**config.mk**
```make
export PLATFORM = sky130hd
export DESIGN_NAME = ilid_cell
export DESIGN_NICKNAME = d
export VERILOG_FILES = /design/src/design/ilid_pkg.sv /design/src/design/ilid_cell.sv
export SDC_FILE = /design/constraint.sdc
export NUM_CORES = 1
export LEC_CHECK = 0
export CORE_MARGIN = 2
export CORE_UTILIZATION = 25
export CTS_CLUSTER_DIAMETER = 50
export DETAILED_ROUTE_END_ITERATION = 7
export DONT_BUFFER_PORTS = 1
export SLEW_MARGIN = 20
export SYNTH_ARGS = -nofsm -noshare
export SYNTH_HDL_FRONTEND = slang
export SYNTH_SLANG_ARGS = --single-unit
```
**constraint.sdc**
```tcl
create_clock -name clk -period 4.3 [get_ports clk]
set_input_delay 0.215 -clock clk [delete_from_list [all_inputs] [get_ports clk]]
set_output_delay 0.215 -clock clk [all_outputs]
set_load 0.02 [all_outputs]
```
**src/design/ilid_pkg.sv**
```systemverilog
// shared types and constants for the indexed list block
package ilid_pkg;

  localparam int CAPACITY_DEF = 64;
  localparam int DATA_W       = 32;
  localparam int LEN_OUT_W    = 7;

  typedef enum logic [2:0] {
    OP_READ     = 3'd0,
    OP_INS_HEAD = 3'd1,
    OP_INS_TAIL = 3'd2,
    OP_INS_AT   = 3'd3,
    OP_DELETE   = 3'd4
  } op_t;

  typedef enum logic [1:0] {
    STAT_DONE  = 2'd0,
    STAT_RANGE = 2'd1,
    STAT_FULL  = 2'd2
  } status_t;

  typedef enum logic [1:0] {
    CMD_HOLD,
    CMD_INS,
    CMD_DEL
  } cmd_t;

  typedef enum logic {
    S_IDLE,
    S_READ
  } state_t;

  typedef struct packed {
    logic [2:0]               opcode;
    logic signed [DATA_W-1:0] list_position;
    logic signed [DATA_W-1:0] item_value;
  } in_t;

  typedef struct packed {
    logic signed [DATA_W-1:0] read_value;
    logic [1:0]               status;
    logic [LEN_OUT_W-1:0]     list_length;
  } out_t;

  typedef struct packed {
    cmd_t              cmd;
    logic              launch;
    logic [DATA_W-1:0] value;
  } cell_ctrl_t;

endpackage

```
**src/design/ilid_cell.sv**
```systemverilog
// one list entry cell with shift and read-chain stage
module ilid_cell #(
  parameter int INDEX = 0,
  parameter int IW    = 6
) (
  input  logic                        clk,
  input  logic                        rst,
  input  ilid_pkg::cell_ctrl_t        ctrl,
  input  logic [IW-1:0]               idx,
  input  logic [ilid_pkg::DATA_W-1:0] left_entry,
  input  logic [ilid_pkg::DATA_W-1:0] right_entry,
  input  logic [ilid_pkg::DATA_W-1:0] rd_in,
  input  logic                        rd_vld_in,
  output logic [ilid_pkg::DATA_W-1:0] entry,
  output logic [ilid_pkg::DATA_W-1:0] rd_data,
  output logic                        rd_vld
);

  localparam logic [IW-1:0] ME = IW'(INDEX);

  logic hit;
  logic above;

  assign hit   = (idx == ME);
  assign above = (ME > idx);

  always_ff @(posedge clk) begin
    unique case (ctrl.cmd)
      ilid_pkg::CMD_INS: begin
        if (hit) begin
          entry <= ctrl.value;
        end else if (above) begin
          entry <= left_entry;
        end
      end
      ilid_pkg::CMD_DEL: begin
        if (hit || above) begin
          entry <= right_entry;
        end
      end
      default: begin
      end
    endcase
  end

  // read token walks toward cell zero, one cell per cycle
  always_ff @(posedge clk) begin
    if (ctrl.launch && hit) begin
      rd_data <= entry;
    end else begin
      rd_data <= rd_in;
    end
  end

  always_ff @(posedge clk) begin
    if (rst) begin
      rd_vld <= 1'b0;
    end else if (ctrl.launch) begin
      rd_vld <= hit;
    end else begin
      rd_vld <= rd_vld_in;
    end
  end

endmodule

```
---- Word level (Yosys, flattened, before mapping) ----
Cells that the tools add are included.
operators by class
  $lt $le $gt $ge ......................... 1
  equality and inequality tests ........... 4
  muxes and demuxes ....................... 6
  reductions and logical operators ........ 5
operators with widths
  operator                                                       number
  two-way mux 32 bit                                             4
  case mux 32 bit (2 select lines)                               1
  greater-than comparator 1 x 6 -> 1 bit (first input constant)  1
  logical NOT 6 bit                                              1
  != test 3 bit (second input constant)                          1
  AND reduction 3 bit                                            1
  equality test 2 x 1 -> 1 bit (second input constant)           1
  equality test 2 bit (second input constant)                    1
  != test 2 bit (second input constant)                          1
  nonzero test 2 bit                                             1
  logical AND 1 bit                                              1
  logical OR 1 bit                                               1
  two-way mux 1 bit                                              1
word-level totals
  register bits ........................... 65
  input port bits ......................... 140
  output and inout port bits .............. 65
  word-level logic and storage cells ...... 19

---- Longest topological paths before layout ----
  depth in word-level cells ............... 4
  gate-level depth with buffers ........... 5
  gate-level depth less buffers ........... 3

---- Worst setup path before layout ----
Ideal clock, no wire load.
  path type ............................... input to register
  from .................................... in idx[3]
  to ...................................... reg entry[0] in the netlist's numbering, enable pin
  library setup time ...................... 461 ps
  arrival time ............................ 3,276 ps
  required time ........................... 3,839 ps
  path slack .............................. 563 ps
  stages .................................. 3
  buffers on the path ..................... 1
  cells stage by stage .................... or4_1 -> clkbuf_1 -> nor3_1
on the way
  cells in the longest elaborated chain, start to end .. 4
  elaborated cells on any way between the ends .. 6
  classes of those cells .................. order compare (1); eq/ne (2); reduce/logical (3)
ends and longest elaborated chain
  item                                                                         RTL line                          source
  start, declared                                                              ilid_cell.sv:9                    input logic [IW-1:0] idx,
  greater-than comparator 1 x 6 -> 1 bit or logical NOT 6 bit (tied branches)  ilid_cell.sv:25, ilid_cell.sv:24
  logical OR 1 bit                                                             ilid_cell.sv:37                   if (hit || above) begin
  != test 2 bit (no source line)                                               --
  AND reduction 3 bit (no source line) *                                       --
  end signal, assigned                                                         ilid_cell.sv:31                   entry <= ctrl.value;
  end signal, assigned                                                         ilid_cell.sv:33                   entry <= left_entry;
  end signal, assigned                                                         ilid_cell.sv:38                   entry <= right_entry;
  end, declared                                                                ilid_cell.sv:14                   output logic [ilid_pkg::DATA_W-1:0] entry,
Every way passes the cells marked *; elsewhere a longest branch is shown, timed or not.
A chain may end at the register's enable or synchronous reset.

---- Final worst setup path ----
  from .................................... in idx[1]
  to ...................................... reg entry[14] in the netlist's numbering, enable pin
The elaborated chain is that of the path after synthesis.

==> results.json <==
{
  "status": "completed",
  "preCtsSetupSlack_ns": 2.11,
  "worstRegToRegCells": 1,
  "area_growth_syn_to_layout_pct": 14.5,
  "viasPerCell": 5.27,
  "fmax_mhz": 694,
  "slew_headroom": 0.579,
  "path_clk_slew_ns": 0.05,
  "root_buffer": "clkbuf_16",
  "clkLatencyLatePin_ns": 0.32,
  "drtAntennaViolNets": 0,
  "power_density_nw_per_um2": 435,
  "grt_max_degree": 65,
  "multi_input_area_sq_um": 1200,
  "layout.nets": 394,
  "hold_path_class": "in2reg",
  "start_util": 0.255,
  "overflow": 0,
  "max-vdd-ir-drop_mv": 0.217,
  "min_from": "rd_in[2]",
  "vias": 2115,
  "drt_first_iter_violations": 94,
  "postCtsHoldBufs": 1,
  "ys_ff_latch": 65,
  "place.gp.congestion": 0.746,
  "cp_data_arrival_time_ns": 1.41,
  "rows": 39,
  "dr.pass1.iters": 4,
  "syn-instance-count": 257,
  "cts_buffer_depth": 2,
  "min_path_cells": 1,
  "ff_latch_area_sq_um": 1620,
  "nFillCells": 1172,
  "antenna_found_initial": 0,
  "grt_pass1_wl_mm": 12.6,
  "tightest_slew_ns": 0.632,
  "die-area_sq_um": 12500,
  "syn-cell-area_sq_um": 2920,
  "crit_path_start_kind": "input port",
  "post-route-period-util": 0.335,
  "fin_ws_ns": 2.86,
  "drcViolationCount": 0,
  "place_area_sq_um": 3050,
  "finalSetupTns_ns": 0,
  "leakagePower_nw": 1.21,
  "critPathMaxFanout": 33,
  "cts_sinks": 65,
  "io_buffers": 0,
  "yosysWarnings": 0,
  "fin_crit_ns": 1.44,
  "first_global_vias": 2170,
  "cts_buffers": 9,
  "reg2reg_to": "rd_data[5]",
  "drive_above_1_share": 0.233,
  "post-cts-setup-buffers": 0,
  "drt-wirelength-per-cell_um": 21.1,
  "end_kind": "flop",
  "fp.dieW_um": 112,
  "num_antenna_cells": 0,
  "r2r_slack_ns": 3.37,
  "postCtsResizedCells": 0,
  "worstReg2RegStart": "entry[5]",
  "synth_cell_types": 20,
  "dp_hpwl_mm": 6.19,
  "finalHoldViolations": 0,
  "cts_tree": "built",
  "path_class": "in2reg",
  "skew_ns": 0.00251,
  "ys_top_cells_by_area": "edfxtp_1 33%, dfxtp_1 23%, mux2_4 15%",
  "fp.dieH_um": 112,
  "cp_data_required_time_ns": 4.27,
  "rsz0062_at_grt": "no",
  "finalInstanceArea_sq_um": 3340,
  "synth_top_area_share": 0.329,
  "timing.final.max_slew_violations": 0,
  "setup_violations": 0,
  "min_to": "rd_data[2]",
  "synth_seq_area_share": 0.556,
  "synthesis.nets": 397,
  "maxCapViolations": 0,
  "postSynthAreaPerCell_sq_um": 11.3,
  "grt_use_total": 0.131,
  "synth_top_area_cell": "edfxtp_1",
  "wl_mm": 8.47,
  "hold_slack_ns": 0.0312,
  "htreeDepth": 3,
  "core_area_sq_um": 11400,
  "ios": 205
}
[worst max path at each step]
stage                     slack (ns)   start           to  depth (start not counted)
final                           2.86  idx[1]    entry[14]                          3
after floorplan                 0.56  idx[3]     entry[0]                          3
after CTS                       2.46  idx[3]  rd_data[17]                          4
after global routing            2.79  idx[1]    entry[14]                          3
after global placement          2.17  idx[3]  rd_data[13]                          4
after detailed placement        2.11  idx[3]  rd_data[17]                          4
[final cells by class]
cell class / instances / area share
Multi-Input combinational cell: 170 / 0.359
Sequential cell: 65 / 0.486
Clock inverter: 5 / 0.00937
Timing Repair Buffer: 8 / 0.0206
Tap cell: 143 / 0.0536
Clock buffer: 10 / 0.0716
[through the flow]
| step | total power, W | std cells | utilization |
|---|---|---|---|
| global placement | 0.000805 | 384 | 0.267 |
| CTS | 0.00148 | 400 | 0.291 |
| floorplan | 0.000786 | 257 | - |
| finish | 0.00145 | 401 | 0.292 |
| global route | 0.00152 | 401 | 0.292 |
| detailed placement | 0.000808 | 384 | 0.267 |
[per-layer routing]
metal / wire length (um) / up-vias / global-route usage
li1: - / 947 / -
met1: 3410 / 1005 / 0.158
met2: 4020 / 152 / 0.208
met3: 842 / 11 / 0.0508
met4: 196 / 0 / 0.0626
met5: 0 / - / 0
[cell usage in the layout, fill, tap and decap left out, types with 2 or more instances in the layout]
master      count
clkinvlp_4      2
a31oi_1        32
clkbuf_8        2
mux2_2          3
buf_4           6
nand3_1        32
clkbuf_16       9
mux2_4         29
clkinv_2        2
nor2_1         32
edfxtp_1       32
dfxtp_1        33
o21ai_0        31
[cell families after synthesis]
kind of cell,count (synthesis),share of synthesized area
and+or+nand+nor,72,0.119
DFF,65,0.556
AOI/OAI and AO/OA,65,0.125
buffers and inverters,22,0.0360
xor gates and xnor gates,1,0.00300
muxes,32,0.161
[power breakdown]
| part | total [W] | internal (W) | switching [W] | leakage, nW |
|---|---|---|---|---|
| Combinational | 0.0000886 | 0.0000418 | 0.0000468 | 0.506 |
| Clock | 0.000658 | 0.000400 | 0.000258 | 0.131 |
| Sequential | 0.000706 | 0.000673 | 0.0000328 | 0.573 |
[cell usage after synthesis]
cell type / instances
dfxtp_1: 33
o21ai_1: 1
buf_1: 1
xnor2_1: 1
nor2_1: 33
nor4_4: 1
nand3_1: 32
clkbuf_1: 18
nand3_2: 1
a21oi_1: 1
o21ai_0: 31
mux2_4: 29
nor3_1: 1
a31oi_1: 32
or2_2: 1
nand2b_1: 2
or4_1: 1
edfxtp_1: 32
mux2_2: 3
buf_6: 3
[worst max-delay path, cell delays in order]
cell and delay [ns]:
or2_2 0.52, nor3_2 0.22, buf_4 0.43
[flip-flops by register name (all words and copies together) (netlist names)]
| signal | flops |
|---|---|
| entry | 32 |
| rd_data | 32 |
| rd_vld | 1 |
Note: power is estimated with default switching activity, not from simulation.
